--- config.mk ---
export PLATFORM = sky130hd
export DESIGN_NAME = vag_adpcm_frame_decoder_flat
export DESIGN_NICKNAME = d
export VERILOG_FILES = /design/src/design/vafd_pkg.sv /design/src/design/vafd_if.sv /design/src/design/vag_adpcm_frame_decoder.sv /design/src/design/vafd_front.sv /design/src/design/vafd_queue.sv /design/src/design/vafd_back.sv /design/src/flat_wrapper.sv
export SDC_FILE = /design/constraint.sdc
export NUM_CORES = 1
export LEC_CHECK = 0
export ABC_AREA = 1
export BUFFER_PORTS_ARGS = -buffer_cell sky130_fd_sc_hd__buf_2
export CAP_MARGIN = 20
export CORE_MARGIN = 3
export CORE_UTILIZATION = 55
export CTS_CLUSTER_SIZE = 10
export DETAILED_ROUTE_END_ITERATION = 8
export PLACE_DENSITY = 0.71
export SYNTH_ARGS = -nofsm -noshare
export SYNTH_HDL_FRONTEND = slang
export SYNTH_HIERARCHICAL = 1
export SYNTH_SLANG_ARGS = --single-unit
--- constraint.sdc ---
create_clock -name clk -period 10.5 [get_ports clk]
set_input_delay 1.05 -clock clk [delete_from_list [all_inputs] [get_ports clk]]
set_output_delay 1.05 -clock clk [all_outputs]
set_load 0.03 [all_outputs]
--- src/design/vafd_pkg.sv ---
// package for the vag adpcm frame decoder
// holds the front-to-back queue entry type, frame constants and filter coefficients
// no dependencies
package vafd_pkg;

  // byte positions within a 16-byte frame
  localparam logic [3:0] POS_HEADER = 4'd0;
  localparam logic [3:0] POS_FLAGS  = 4'd1;

  // header clamping limits
  localparam logic [3:0] FILTER_MAX    = 4'd4;
  localparam logic [3:0] SHIFT_MAX     = 4'd12;
  localparam logic [3:0] SHIFT_DEFAULT = 4'd9;

  // saturation limits
  localparam logic signed [19:0] PCM_MAX = 20'sd32767;
  localparam logic signed [19:0] PCM_MIN = -20'sd32768;

  // one data byte with the frame settings that apply to it
  typedef struct packed {
    logic [7:0] data;
    logic [2:0] filter;
    logic [3:0] shift;
    logic       clear;
  } vafd_entry_t;

  // positive-history tap
  function automatic logic signed [7:0] coef_pos(input logic [2:0] filter);
    logic signed [7:0] c;
    unique case (filter)
      3'd1:    c = 8'sd60;
      3'd2:    c = 8'sd115;
      3'd3:    c = 8'sd98;
      3'd4:    c = 8'sd122;
      default: c = 8'sd0;
    endcase
    return c;
  endfunction

  // second-history tap
  function automatic logic signed [7:0] coef_neg(input logic [2:0] filter);
    logic signed [7:0] c;
    unique case (filter)
      3'd2:    c = -8'sd52;
      3'd3:    c = -8'sd55;
      3'd4:    c = -8'sd60;
      default: c = 8'sd0;
    endcase
    return c;
  endfunction

endpackage

--- src/design/vafd_if.sv ---
// channel interfaces for the vag adpcm frame decoder
// byte input channel and pcm result channel, valid/ready handshake
// no dependencies
interface vafd_in_if;
  logic       valid;
  logic       ready;
  logic [7:0] data_byte;
  logic       sample_start;

  modport source (output valid, output data_byte, output sample_start, input ready);
  modport sink   (input valid, input data_byte, input sample_start, output ready);
endinterface

interface vafd_out_if;
  logic               valid;
  logic               ready;
  logic signed [15:0] pcm_sample;
  logic               pair_last;

  modport source (output valid, output pcm_sample, output pair_last, input ready);
  modport sink   (input valid, input pcm_sample, input pair_last, output ready);
endinterface

--- src/design/vag_adpcm_frame_decoder.sv ---
// top level of the vag adpcm frame decoder
// front end, entry queue and back end joined by valid/ready channels
// depends on vafd_pkg, vafd_if, vafd_front, vafd_queue, vafd_back
//
// usage:
//   in_ch takes one stream byte per transfer; sample_start marks the first
//   byte of a new sample and clears history and frame position. each
//   16-byte frame is a header byte (filter, shift), a flags byte and 14
//   data bytes. header and flags bytes give no result; each data byte gives
//   two pcm samples on out_ch, low nibble first, pair_last set on the second.
//   with the queue empty, a data byte is first written into the queue, then
//   decoded into the output register, low nibble first, then high nibble.
//   the back end decodes one nibble per cycle while an entry is queued and
//   out_ch is not stalled; the rate is set by the predictor loop, since
//   each sample feeds the next through the history registers.
//   the front end runs ahead of the back end by up to QUEUE_DEPTH data bytes.
//   reset (rst_n low, synchronous) empties the queue, drops any held result
//   and zeroes frame position, filter, shift and history.
//   a stall on out_ch holds the current sample; the queue then fills and
//   in_ch ready drops until the back end drains it.
module vag_adpcm_frame_decoder #(
  parameter int QUEUE_DEPTH = 2
) (
  input  logic        clk,
  input  logic        rst_n,
  vafd_in_if.sink     in_ch,
  vafd_out_if.source  out_ch
);
  import vafd_pkg::*;

  logic        push, push_ready;
  vafd_entry_t push_entry;
  logic        pop, pop_valid;
  vafd_entry_t pop_entry;

  // classify bytes and hold frame settings
  vafd_front u_front (
    .clk             (clk),
    .rst_n           (rst_n),
    .in_valid        (in_ch.valid),
    .in_ready        (in_ch.ready),
    .in_data_byte    (in_ch.data_byte),
    .in_sample_start (in_ch.sample_start),
    .push            (push),
    .push_entry      (push_entry),
    .push_ready      (push_ready)
  );

  // decouple front and back
  vafd_queue #(
    .DEPTH (QUEUE_DEPTH)
  ) u_queue (
    .clk        (clk),
    .rst_n      (rst_n),
    .push       (push),
    .push_entry (push_entry),
    .push_ready (push_ready),
    .pop        (pop),
    .pop_valid  (pop_valid),
    .pop_entry  (pop_entry)
  );

  // nibble decode and output register
  vafd_back u_back (
    .clk            (clk),
    .rst_n          (rst_n),
    .ent_valid      (pop_valid),
    .ent            (pop_entry),
    .pop            (pop),
    .out_valid      (out_ch.valid),
    .out_ready      (out_ch.ready),
    .out_pcm_sample (out_ch.pcm_sample),
    .out_pair_last  (out_ch.pair_last)
  );

endmodule

--- src/design/vafd_front.sv ---
// front end of the vag adpcm frame decoder
// tracks frame position, latches header settings, forwards data bytes to the queue
// depends on vafd_pkg
module vafd_front (
  input  logic                  clk,
  input  logic                  rst_n,
  input  logic                  in_valid,
  output logic                  in_ready,
  input  logic [7:0]            in_data_byte,
  input  logic                  in_sample_start,
  output logic                  push,
  output vafd_pkg::vafd_entry_t push_entry,
  input  logic                  push_ready
);
  import vafd_pkg::*;

  logic [3:0] pos_r, pos_nxt;
  logic [2:0] filter_r, filter_nxt;
  logic [3:0] shift_r, shift_nxt;
  logic       clear_pend_r, clear_pend_nxt;

  logic       accept;
  logic [3:0] pos_cur;
  logic [3:0] hdr_filter;
  logic [3:0] hdr_shift;
  logic       is_data;

  // the queue gates every transfer, header bytes included
  assign in_ready = push_ready;
  assign accept   = in_valid && push_ready;

  // start flag forces the byte to frame position zero
  assign pos_cur    = in_sample_start ? POS_HEADER : pos_r;
  assign is_data    = (pos_cur != POS_HEADER) && (pos_cur != POS_FLAGS);
  assign hdr_filter = in_data_byte[7:4];
  assign hdr_shift  = in_data_byte[3:0];

  // classify the byte and update frame state
  always_comb begin
    pos_nxt        = pos_r;
    filter_nxt     = filter_r;
    shift_nxt      = shift_r;
    clear_pend_nxt = clear_pend_r;
    if (accept) begin
      pos_nxt = pos_cur + 4'd1;
      if (pos_cur == POS_HEADER) begin
        filter_nxt = (hdr_filter > FILTER_MAX) ? 3'd0 : hdr_filter[2:0];
        shift_nxt  = (hdr_shift > SHIFT_MAX) ? SHIFT_DEFAULT : hdr_shift;
      end
      if (is_data) begin
        clear_pend_nxt = 1'b0;
      end else if (in_sample_start) begin
        clear_pend_nxt = 1'b1;
      end
    end
  end

  always_ff @(posedge clk) begin
    if (!rst_n) begin
      pos_r        <= '0;
      filter_r     <= '0;
      shift_r      <= '0;
      clear_pend_r <= 1'b0;
    end else begin
      pos_r        <= pos_nxt;
      filter_r     <= filter_nxt;
      shift_r      <= shift_nxt;
      clear_pend_r <= clear_pend_nxt;
    end
  end

  // data bytes go to the back end with the settings of their frame
  assign push              = accept && is_data;
  assign push_entry.data   = in_data_byte;
  assign push_entry.filter = filter_r;
  assign push_entry.shift  = shift_r;
  assign push_entry.clear  = clear_pend_r || in_sample_start;

endmodule

--- src/design/vafd_queue.sv ---
// short queue between the front and back ends of the vag adpcm frame decoder
// register-based fifo of queue entries
// depends on vafd_pkg
module vafd_queue #(
  parameter int DEPTH = 2
) (
  input  logic                  clk,
  input  logic                  rst_n,
  input  logic                  push,
  input  vafd_pkg::vafd_entry_t push_entry,
  output logic                  push_ready,
  input  logic                  pop,
  output logic                  pop_valid,
  output vafd_pkg::vafd_entry_t pop_entry
);
  import vafd_pkg::*;

  localparam int PW = (DEPTH > 1) ? $clog2(DEPTH) : 1;
  localparam int CW = $clog2(DEPTH + 1);

  vafd_entry_t    mem_r [DEPTH];
  logic [PW-1:0]  wr_ptr_r, wr_ptr_nxt;
  logic [PW-1:0]  rd_ptr_r, rd_ptr_nxt;
  logic [CW-1:0]  count_r, count_nxt;

  assign push_ready = (count_r != CW'(DEPTH));
  assign pop_valid  = (count_r != '0);
  assign pop_entry  = mem_r[rd_ptr_r];

  // pointer and occupancy update
  always_comb begin
    wr_ptr_nxt = wr_ptr_r;
    rd_ptr_nxt = rd_ptr_r;
    count_nxt  = count_r;
    if (push) begin
      wr_ptr_nxt = (wr_ptr_r == PW'(DEPTH - 1)) ? '0 : wr_ptr_r + PW'(1);
    end
    if (pop) begin
      rd_ptr_nxt = (rd_ptr_r == PW'(DEPTH - 1)) ? '0 : rd_ptr_r + PW'(1);
    end
    if (push && !pop) begin
      count_nxt = count_r + CW'(1);
    end else if (pop && !push) begin
      count_nxt = count_r - CW'(1);
    end
  end

  always_ff @(posedge clk) begin
    if (!rst_n) begin
      wr_ptr_r <= '0;
      rd_ptr_r <= '0;
      count_r  <= '0;
    end else begin
      wr_ptr_r <= wr_ptr_nxt;
      rd_ptr_r <= rd_ptr_nxt;
      count_r  <= count_nxt;
    end
  end

  // entry storage
  always_ff @(posedge clk) begin
    if (push) begin
      mem_r[wr_ptr_r] <= push_entry;
    end
  end

  a_count_bound: assert property (@(posedge clk) disable iff (!rst_n)
    count_r <= CW'(DEPTH))
    else $error("queue occupancy above depth");

  a_pop_nonempty: assert property (@(posedge clk) disable iff (!rst_n)
    pop |-> pop_valid)
    else $error("pop from empty queue");

  a_push_notfull: assert property (@(posedge clk) disable iff (!rst_n)
    push |-> push_ready)
    else $error("push into full queue");

endmodule

--- src/design/vafd_back.sv ---
// back end of the vag adpcm frame decoder
// decodes one nibble per cycle while not stalled, through the two-tap predictor into the output register
// depends on vafd_pkg
module vafd_back (
  input  logic                      clk,
  input  logic                      rst_n,
  input  logic                      ent_valid,
  input  vafd_pkg::vafd_entry_t     ent,
  output logic                      pop,
  output logic                      out_valid,
  input  logic                      out_ready,
  output logic signed [15:0]        out_pcm_sample,
  output logic                      out_pair_last
);
  import vafd_pkg::*;

  logic               phase_r, phase_nxt;
  logic               out_valid_r, out_valid_nxt;
  logic signed [15:0] sample_r;
  logic               last_r;
  logic signed [15:0] hist1_r, hist2_r;

  logic               advance;
  logic               clear_now;
  logic [3:0]         nib;
  logic signed [15:0] h1, h2;
  logic signed [15:0] step_raw, step_sh;
  logic signed [23:0] prod1, prod2;
  logic signed [24:0] acc;
  logic signed [18:0] pred;
  logic signed [19:0] sum;
  logic signed [15:0] sat;

  // a nibble moves on when the output register is free or being drained
  assign advance   = ent_valid && (!out_valid_r || out_ready);
  assign pop       = advance && phase_r;
  assign clear_now = ent.clear && !phase_r;

  // low nibble first
  assign nib = phase_r ? ent.data[7:4] : ent.data[3:0];
  assign h1  = clear_now ? 16'sd0 : hist1_r;
  assign h2  = clear_now ? 16'sd0 : hist2_r;

  // scaled code, arithmetic shift rounds toward minus infinity
  assign step_raw = {nib, 12'h000};
  assign step_sh  = step_raw >>> ent.shift;

  // two-tap prediction scaled by 1/64
  assign prod1 = 24'(h1) * 24'(coef_pos(ent.filter));
  assign prod2 = 24'(h2) * 24'(coef_neg(ent.filter));
  assign acc   = 25'(prod1) + 25'(prod2);
  assign pred  = 19'(acc >>> 6);
  assign sum   = 20'(pred) + 20'(step_sh);

  // saturate to 16 bits
  always_comb begin
    priority if (sum > PCM_MAX) begin
      sat = 16'sh7fff;
    end else if (sum < PCM_MIN) begin
      sat = 16'sh8000;
    end else begin
      sat = 16'(sum);
    end
  end

  // control state
  always_comb begin
    phase_nxt     = phase_r;
    out_valid_nxt = out_valid_r;
    if (out_valid_r && out_ready) begin
      out_valid_nxt = 1'b0;
    end
    if (advance) begin
      phase_nxt     = !phase_r;
      out_valid_nxt = 1'b1;
    end
  end

  always_ff @(posedge clk) begin
    if (!rst_n) begin
      phase_r     <= 1'b0;
      out_valid_r <= 1'b0;
    end else begin
      phase_r     <= phase_nxt;
      out_valid_r <= out_valid_nxt;
    end
  end

  // history and output payload
  always_ff @(posedge clk) begin
    if (!rst_n) begin
      hist1_r <= '0;
      hist2_r <= '0;
    end else if (advance) begin
      hist1_r <= sat;
      hist2_r <= h1;
    end
  end

  always_ff @(posedge clk) begin
    if (advance) begin
      sample_r <= sat;
      last_r   <= phase_r;
    end
  end

  assign out_valid      = out_valid_r;
  assign out_pcm_sample = sample_r;
  assign out_pair_last  = last_r;

  a_adv_fills: assert property (@(posedge clk) disable iff (!rst_n)
    advance |=> out_valid_r)
    else $error("decoded sample not registered");

  a_pop_on_high: assert property (@(posedge clk) disable iff (!rst_n)
    pop |=> !phase_r)
    else $error("phase not back to low nibble after pop");

  a_low_then_high: assert property (@(posedge clk) disable iff (!rst_n)
    (advance && !phase_r) |=> phase_r)
    else $error("high nibble phase missed");

  a_no_overwrite: assert property (@(posedge clk) disable iff (!rst_n)
    (out_valid_r && !out_ready) |-> !advance)
    else $error("held sample overwritten");

endmodule

--- src/flat_wrapper.sv ---
// flat-port wrapper written by rule: the top's interface ports become plain ports
module vag_adpcm_frame_decoder_flat import vafd_pkg::*;
#(
  parameter int QUEUE_DEPTH = 2
)
  (clk, rst_n, in_ch_valid, in_ch_data_byte, in_ch_sample_start, in_ch_ready, out_ch_valid, out_ch_pcm_sample, out_ch_pair_last, out_ch_ready);
  vafd_in_if in_ch_i ();
  vafd_out_if out_ch_i ();
  input  logic clk;
  input  logic rst_n;
  input wire logic [$bits(in_ch_i.valid)-1:0] in_ch_valid;
  input wire logic [$bits(in_ch_i.data_byte)-1:0] in_ch_data_byte;
  input wire logic [$bits(in_ch_i.sample_start)-1:0] in_ch_sample_start;
  output wire logic [$bits(in_ch_i.ready)-1:0] in_ch_ready;
  output wire logic [$bits(out_ch_i.valid)-1:0] out_ch_valid;
  output wire logic [$bits(out_ch_i.pcm_sample)-1:0] out_ch_pcm_sample;
  output wire logic [$bits(out_ch_i.pair_last)-1:0] out_ch_pair_last;
  input wire logic [$bits(out_ch_i.ready)-1:0] out_ch_ready;
  assign in_ch_i.valid = in_ch_valid;
  assign in_ch_i.data_byte = in_ch_data_byte;
  assign in_ch_i.sample_start = in_ch_sample_start;
  assign in_ch_ready = in_ch_i.ready;
  assign out_ch_valid = out_ch_i.valid;
  assign out_ch_pcm_sample = out_ch_i.pcm_sample;
  assign out_ch_pair_last = out_ch_i.pair_last;
  assign out_ch_i.ready = out_ch_ready;
  vag_adpcm_frame_decoder #(.QUEUE_DEPTH(QUEUE_DEPTH)) u_core (.clk(clk), .rst_n(rst_n), .in_ch(in_ch_i), .out_ch(out_ch_i));
endmodule
Word-level counts from Yosys, hierarchy flattened
Memories as Yosys holds them, arrays and structs flattened. A register that Yosys moved wholly into a read port is not among the register bits.
Index checks and enable logic that the tools add are counted.

storage, ports and cells
  flip-flop bits (word level) = 67
  RAM bits = 32
  input bits = 13
  output and inout port bits = 19
  word-level logic and storage cells = 79
  memories = 1

memories
  name                  words  width  rd ports  clocked after memory_dff  write ports  line              RTL
  u_core.u_queue.mem_r  2      16     1         1                         1            vafd_queue.sv:21  vafd_entry_t mem_r [DEPTH];

operators by class
  add/subtract/negate cells = 7
  $mul = 2
  $lt $le $gt $ge = 4
  equality and inequality tests = 6
  shifts and indexed selects = 1
  multiplexer cells = 22
  reductions and logical operators = 23

operator list
  cell                  count
  $mux 16               4
  $mul 16x8->24         2
  $pmux 7 s4            1
  $add 24x24->25        1
  $pmux 8 s3            1
  $add 19x16->20        1
  $gt 20x16->1 const B  1
  $lt 20x16->1 const B  1
  $sshr 16x4->16        1
  $mux 4                3
  $mux 1                10
  $logic_and 1x1->1     9
  $reduce_bool 2->1     4
  $eq 3x2->1 const B    2
  $add 4x1->4 const B   1
  $gt 4x3->1 const B    1
  $gt 4x4->1 const B    1
  $logic_not 1->1       4
  $logic_not 4->1       1
  $mux 2                2
  $ne 4x1->1 const B    1
  $reduce_and 2->1      2
  $reduce_bool 4->1     1
  $eq 3x1->1 const B    1
  other kinds (7)       9

Logic depth before layout (Yosys ltp)
Gate-level depths: netlist of run 1.

  depth in word-level cells = 9
  mapped depth = 48
  depth with buffers taken out = 45

Cells and area by module
The synthesis of run 1 kept the hierarchy.

by module, submodules not included
  module      times used  cells an instance  area an instance (µm²)  seq. area each (µm²)
  vafd_back   1           1411               10995.5                 1191.1
  vafd_queue  1           85                 1437.6                  1061.0
  vafd_front  1           98                 675.6                   240.2

Worst setup path after synthesis of run 1
OpenSTA, ideal clock, no wires.

  kind = register to register
  start point = reg with a tool-made name
  end point = reg u_core.u_back.sample_r[0] (netlist: u_core/u_back/out_pcm_sample[0]), data pin
  setup time = 0.256 ns
  arrival time = 7.812 ns
  data required time = 10.244 ns
  setup slack = 2.432 ns
  cell stages (with the launch flop) = 42
  buffers on the path = 4
  clock period less this slack = 8.068 ns
  path through = dfxtp_1 buf_6 buf_12 mux2_4 nor2_1 inv_1 nand3_1 inv_1 nor2_1 clkbuf_1 nor2_1 fa_1 inv_1 fa_1 fa_1 inv_1 fa_1 fa_1 [6 not listed] a21oi_1 nor2_1 nor2_1 o21ai_0 a21oi_1 xnor2_1 ha_1 a21oi_1 o21ai_0 nor2_1 nand2_2 a21oi_2 nand2_1 nand2_4 inv_2 nand2_2 buf_2 nand2_1

RTL lines
  element                 line              RTL
  end signal: assignment  vafd_back.sv:102  sample_r <= sat;
  end: declaration        vafd_back.sv:19   logic signed [15:0] sample_r;

==> impl_metrics.py, run 1 <==
metrics = {
    "critical_path": {
        "slowest_stage": "fa_1",
        "worstPathMaxFanout": 30,
        "cp_slowest_stage_delay_ns": 0.57,
        "worstPathArrival_ns": 9.79,
        "cp-start-kind": "flop",
        "cp-end-kind": "flop",
        "path_class": "reg -> reg",
        "required_ns": 10.60,
        "crit_top_cell": "inv_1",
    },
    "logic_synthesis": {
        "ys_top_cells_by_area": "fa_1 28%, ha_1 12%, edfxtp_1 11%, inv_1 10%, dfxtp_1 7.8%",
        "synth_top_cell_area_share_pct": 27.79,
        "synth_common_cells": "361 x inv_1, 240 x nor2_1, 212 x nand2_1, 182 x fa_1, 129 x ha_1",
        "synth.largest_area_cell": "fa_1",
        "synth_cell_types": 49,
        "netlist_instances": 1594,
        "seq_area_frac_synth_pct": 19.01,
        "syn-mean-instance-area_sq_um": 8.224,
        "yosysMostFrequentCell": "inv_1",
        "syn_nets": 1918,
        "synth-main-ff-cell": "dfxtp_1",
        "synth-seq-cells": 100,
        "ys_async_sr_fraction_pct": 0,
        "syn-cell-area_sq_um": 13110,
        "yosys_warnings": 6,
        "synth_edf_count": 49,
    },
    "placement": {
        "place_congestion": 0.9700,
        "io_buffers": 31,
        "place.detailed.hpwl_um": 25210,
    },
    "cts": {
        "ctsResizeCount": 0,
        "hold_buffers": 0,
        "htree_levels": 3,
        "worstSkewPairLatency_ns": 0.37,
        "clk_pin_slew_ns": 0.09,
        "post_cts_buffers": 0,
        "clockRootBuffer": "clkbuf_16",
        "cts_sinks": 100,
        "cts_buffers": 9,
        "cts_max_path_buffers": 2,
        "cts_tree": "built",
    },
    "global_routing": {
        "antenna_found_initial": 0,
        "grt_pass1_vias": 10304,
        "grt_first_pass_wirelength_um": 51980,
        "grt_start_max_net_pins": 63,
        "grt-ovfl-total": 0,
        "track_usage_pct": 25.11,
    },
    "drt": {
        "detail_route.wl_per_cell_um": 15.97,
        "dr.pass1.iters": 5,
        "drt_iter0_markers": 695,
        "drc": 0,
        "wl_met1_um": 13230,
        "wl_met2_um": 15170,
        "top_layer": "met4",
        "route.met3.wl_um": 1426,
        "num_vias": 10105,
        "final_antenna_net_count": 0,
        "vias_per_cell": 5.258,
        "drt-total-wl_um": 30690,
    },
    "finish": {
        "diodes": 0,
        "layout.nets": 1928,
        "area_growth_pct": 5.364,
        "drive_gt1_share_pct": 6.526,
        "fill_cells": 2039,
    },
    "floorplanning": {
        "std_cell_rows": 55,
        "dieArea_sq_um": 25720,
        "initial_core_util_pct": 56.86,
        "die_h_um": 160.4,
        "chipWidth_um": 160.4,
        "core_area_sq_um": 23050,
        "io_pins": 32,
    },
    "timing": {
        "post-route-period-util_pct": 92.27,
        "timing.fmax_ghz": 0.1032,
        "finalClockSkew_ns": 0.01450,
        "setup_viol": 0,
        "slew_headroom_pct": 45.33,
        "period_needed_ns": 9.688,
        "tightest_slew_ns": 0.8177,
        "fin_tns_setup_ns": 0,
        "rsz0062_at_grt": "no",
        "drv_slew": 0,
        "hold_viol_final": 0,
    },
    "worst_hold_path": {
        "min_path_type": "reg -> reg",
    },
    "flow_run": {
        "cap_violations": 0,
    },
    "outcome": {
        "outcome": "finished clean",
    },
}
layer usage:
metal | vias to the layer above | global-route usage, %
met5 | - | 0
met3 | 59 | 3.173
met4 | 0 | 7.022
met2 | 265 | 42.87
li1 | 4880 | -
met1 | 4901 | 33.81
placed cells by master, fill, tap and decap left out, types with 2 or more instances in the layout:
cell type / instances
a21oi_2: 2
xor2_1: 20
buf_2: 31
dfxtp_1: 51
a21oi_1: 99
nor2_1: 240
nand3_1: 39
buf_4: 8
nor3_1: 7
a31oi_1: 4
mux2_4: 10
nand2_4: 3
nand3_2: 4
inv_2: 5
clkinv_4: 3
nand4_1: 5
edfxtp_1: 49
o21ai_0: 63
a21o_1: 2
fa_1: 182
a221oi_1: 2
or2_2: 2
clkbuf_16: 9
mux2i_1: 2
mux2_2: 6
inv_1: 361
ha_1: 129
clkinv_1: 3
xnor2_1: 20
clkinv_8: 3
nor4_1: 2
nand2_1: 212
and3_1: 2
nand2_2: 13
metrics by stage:
| stage | hold slack (ns) | setup WS (ns) | utilization [%] | instance area, sq um | std cells |
|---|---|---|---|---|---|
| finish | 0.4654 | 0.8116 | 59.91 | 13810 | 1922 |
| global route | 0.4775 | 0.2472 | 59.91 | 13810 | 1922 |
| CTS | 0.4651 | 0.9451 | 59.83 | 13790 | 1921 |
| detailed placement | 0.4407 | 1.029 | 58.45 | 13480 | 1905 |
| global placement | 0.4364 | 1.064 | 58.45 | 13480 | 1905 |
| floorplan | 0.4191 | 2.432 | - | 13110 | 1594 |
registers in the layout (all words and copies together) (netlist names), named ones only:
signal and flops:
u_core/u_front/clear_pend_r 1, u_core/u_front/filter_r 3, u_core/u_back/out_valid 1, u_core/u_queue/count_r 2, u_core/u_front/pos_r 4, u_core/u_back/out_pair_last 1
u_core/u_queue/wr_ptr_r 1, u_core/u_queue/rd_ptr_r 1, u_core/u_front/shift_r 4, u_core/u_back/hist2_r 16, u_core/u_back/hist1_r 16, u_core/u_back/phase_r 1
u_core/u_queue/mem_r 32, u_core/u_back/out_pcm_sample 16
worst paths after layout:
| kind | start | endpoint | slack (ns) | depth (start not counted) |
|---|---|---|---|---|
| setup / recovery | flop | u_core/u_back/out_pcm_sample[14]$_DFFE_PP_ | 0.81 | 37 |
| hold / removal | u_core/u_front/shift_r[3]$_SDFFE_PN0P_ | u_core/u_queue/mem_r[1][4]$_DFFE_PP_ | 0.47 | 0 |
| setup reg to reg | flop | u_core/u_back/out_pcm_sample[14]$_DFFE_PP_ | 0.81 | 37 |
| hold reg to reg | u_core/u_front/shift_r[3]$_SDFFE_PN0P_ | u_core/u_queue/mem_r[1][4]$_DFFE_PP_ | 0.47 | 0 |
worst max-delay path, delay by kind of cell, from the launching register on:
kind / cells / cell delay [ns]
adders and majority gates: 8 / 3.82
and+or+nand+nor: 11 / 1.81
AOI/OAI and AO/OA: 8 / 1.50
buffers and inverters: 8 / 1.24
DFF: 1 / 0.45
muxes: 1 / 0.42
xor gates and xnor gates: 1 / 0.15
kinds of logic (layout without fill, tap and decap cells):
logic type      Yosys count  count (layout)  synth area share, %
compound gates          181             181                7.264
xor+xnor                 40              40                2.673
fa+ha+maj               311             311                40.11
buf+inv                 411             426                12.50
flops                   100             100                19.01
mux                      18              18                1.813
simple gates            533             533                16.63
area by class of cell:
type | instances | area (sq um) | area share, %
multi-input combinational | 1083 | 8982 | 65.03
sequential | 100 | 2492 | 18.05
inverter | 370 | 1394 | 10.09
tap | 313 | 391.6 | 2.835
timing repair buffer | 40 | 235.2 | 1.703
clock buffer | 9 | 225.2 | 1.631
clock inverter | 7 | 91.34 | 0.6613
Power of run 1 is left out: the tool's default activity adds up to more than one toggle a clock period on the data nets, which glitch-free logic cannot reach.
==> run 2: changes to the inputs <==
- BUFFER_PORTS_ARGS: -buffer_cell sky130_fd_sc_hd__buf_2 -> not set
- DONT_BUFFER_PORTS: not set -> 1
- PLACE_DENSITY: 0.71 -> 0.7
==> run 2 against run 1 <==
  * First-iteration DRC count is 13% higher
  * Non-clock buffer count is 31 lower
  * Register-to-register slack better by 0.12 ns
  * Final area is 1.1% lower
  * Via count is 0.77% lower
  * Critical path depth is 2 higher
  * Die area stayed put
  * Worst setup slack better by 0.12 ns
  * Clock skew is 0.0012 ns lower
==> impl_metrics.py, run 2 (same netlist as run 1, synthesis figures left out) <==
metrics = {
    "timing": {
        "setup_viol": 0,
        "fin_tns_setup_ns": 0,
        "drv_slew": 0,
        "timing.fmax_ghz": 0.1045,
        "post-route-period-util_pct": 91.11,
        "tightest_slew_ns": 0.7988,
        "hold_viol_final": 0,
        "finalClockSkew_ns": 0.01334,
        "rsz0062_at_grt": "no",
        "setup_ws_ns": 0.9338,
        "period_needed_ns": 9.566,
        "slew_headroom_pct": 46.59,
    },
    "floorplanning": {
        "io_pins": 32,
        "dieArea_sq_um": 25720,
        "initial_core_util_pct": 56.86,
        "core_area_sq_um": 23050,
        "die_h_um": 160.4,
        "std_cell_rows": 55,
        "chipWidth_um": 160.4,
    },
    "critical_path": {
        "r2r_cells": 39,
        "required_ns": 10.76,
        "cp-end-kind": "flop",
        "slowest_stage": "fa_1",
        "crit_end": "u_core/u_back/hist1_r[8]$_SDFFE_PN0P_",
        "crit_buf_inv": 9,
        "worstPathMaxFanout": 30,
        "crit_top_cell": "inv_1",
        "path_depth": 39,
        "path_class": "reg -> reg",
        "cp-start-kind": "flop",
        "critical-path-top-delay-family": "adder cells",
        "r2r_slack_ns": 0.93,
        "cp_slowest_stage_delay_ns": 0.55,
        "worstPathArrival_ns": 9.83,
        "rr_endpoint": "u_core/u_back/hist1_r[8]$_SDFFE_PN0P_",
    },
    "cts": {
        "cts_tree": "built",
        "hold_buffers": 0,
        "clockRootBuffer": "clkbuf_16",
        "post_cts_buffers": 0,
        "clk_pin_slew_ns": 0.08,
        "cts_max_path_buffers": 2,
        "worstSkewPairLatency_ns": 0.37,
        "cts_buffers": 9,
        "htree_levels": 3,
        "ctsResizeCount": 0,
        "cts_sinks": 100,
    },
    "global_routing": {
        "grt_start_max_net_pins": 34,
        "antenna_found_initial": 0,
        "grt_first_pass_wirelength_um": 51950,
        "grt_pass1_vias": 10197,
        "track_usage_pct": 25.15,
        "grt-ovfl-total": 0,
    },
    "outcome": {
        "outcome": "finished clean",
    },
    "finish": {
        "final_cell_count_no_fill": 1891,
        "layout.nets": 1897,
        "diodes": 0,
        "fill_cells": 2084,
        "multi_input_area_sq_um": 8982,
        "drive_gt1_share_pct": 4.689,
        "area_growth_pct": 4.180,
        "final_common_cell": "inv_1",
        "seqCellArea_sq_um": 2492,
        "layout_common_cells": "361 x inv_1, 240 x nor2_1, 212 x nand2_1, 182 x fa_1, 129 x ha_1",
        "largest-register": "u_core/u_queue/mem_r",
        "largest_reg_flops": 32,
    },
    "worst_hold_path": {
        "min_path_type": "reg -> reg",
    },
    "drt": {
        "drt-total-wl_um": 30780,
        "vias_per_cell": 5.302,
        "drt_iter0_markers": 786,
        "dr.pass1.iters": 8,
        "num_vias": 10027,
        "drc": 0,
        "final_antenna_net_count": 0,
        "detail_route.wl_per_cell_um": 16.28,
    },
    "placement": {
        "io_buffers": 0,
        "place_congestion": 0.9569,
        "dp_cells": 1875,
        "place.detailed.hpwl_um": 25220,
        "dp_slack_ns": 1.090,
    },
    "flow_run": {
        "cap_violations": 0,
    },
}
[run 2: layout make-up]
class,instances,area share [%]
inverters,370,10.21
clock inverters,7,0.6688
repair buffers,9,0.5864
well taps,313,2.868
flip-flops and latches,100,18.25
multi-input cells,1083,65.77
clock buffers,9,1.649
[run 2: tightest hold or removal path, delay by kind of cell (launching register included)]
kind                   cells  cell delay, ns
buffers and inverters      1            0.06
flip-flops                 1            0.30
AO/OA/AOI/OAI              1            0.05
[run 2: worst min path at each step]
| stage | to | cells after the start | from |
|---|---|---|---|
| floorplan | u_core/u_queue/mem_r[0][5]$_DFFE_PP_ | 0 | u_core/u_front/filter_r[0]$_SDFFE_PN0P_ |
| global placement | u_core/u_back/hist2_r[15]$_SDFFE_PN0P_ | 2 | u_core/u_back/hist2_r[15]$_SDFFE_PN0P_ |
| global route | u_core/u_queue/mem_r[1][2]$_DFFE_PP_ | 0 | u_core/u_front/shift_r[1]$_SDFFE_PN0P_ |
| finish | u_core/u_back/hist2_r[15]$_SDFFE_PN0P_ | 2 | u_core/u_back/hist2_r[15]$_SDFFE_PN0P_ |
| detailed placement | u_core/u_back/hist2_r[15]$_SDFFE_PN0P_ | 2 | u_core/u_back/hist2_r[15]$_SDFFE_PN0P_ |
| CTS | u_core/u_back/hist2_r[15]$_SDFFE_PN0P_ | 2 | u_core/u_back/hist2_r[15]$_SDFFE_PN0P_ |
[run 2: stage by stage]
stage | cell area [sq um] | utilization [%] | hold WS [ns]
floorplan | 13110 | - | 0.4191
CTS | 13660 | 59.24 | 0.4561
detailed placement | 13340 | 57.87 | 0.4443
global placement | 13320 | 57.78 | 0.4385
finish | 13660 | 59.24 | 0.4533
global route | 13660 | 59.24 | 0.4802
[run 2: per-layer routing]
metal	wire, um	global-route usage (%)	vias to the layer above
met5	0	0	-
met4	641	6.075	0
met3	1839	3.714	42
met2	14960	42.62	323
met1	13340	34.20	4837
li1	-	-	4825
Power of run 2 is left out for the same reason.
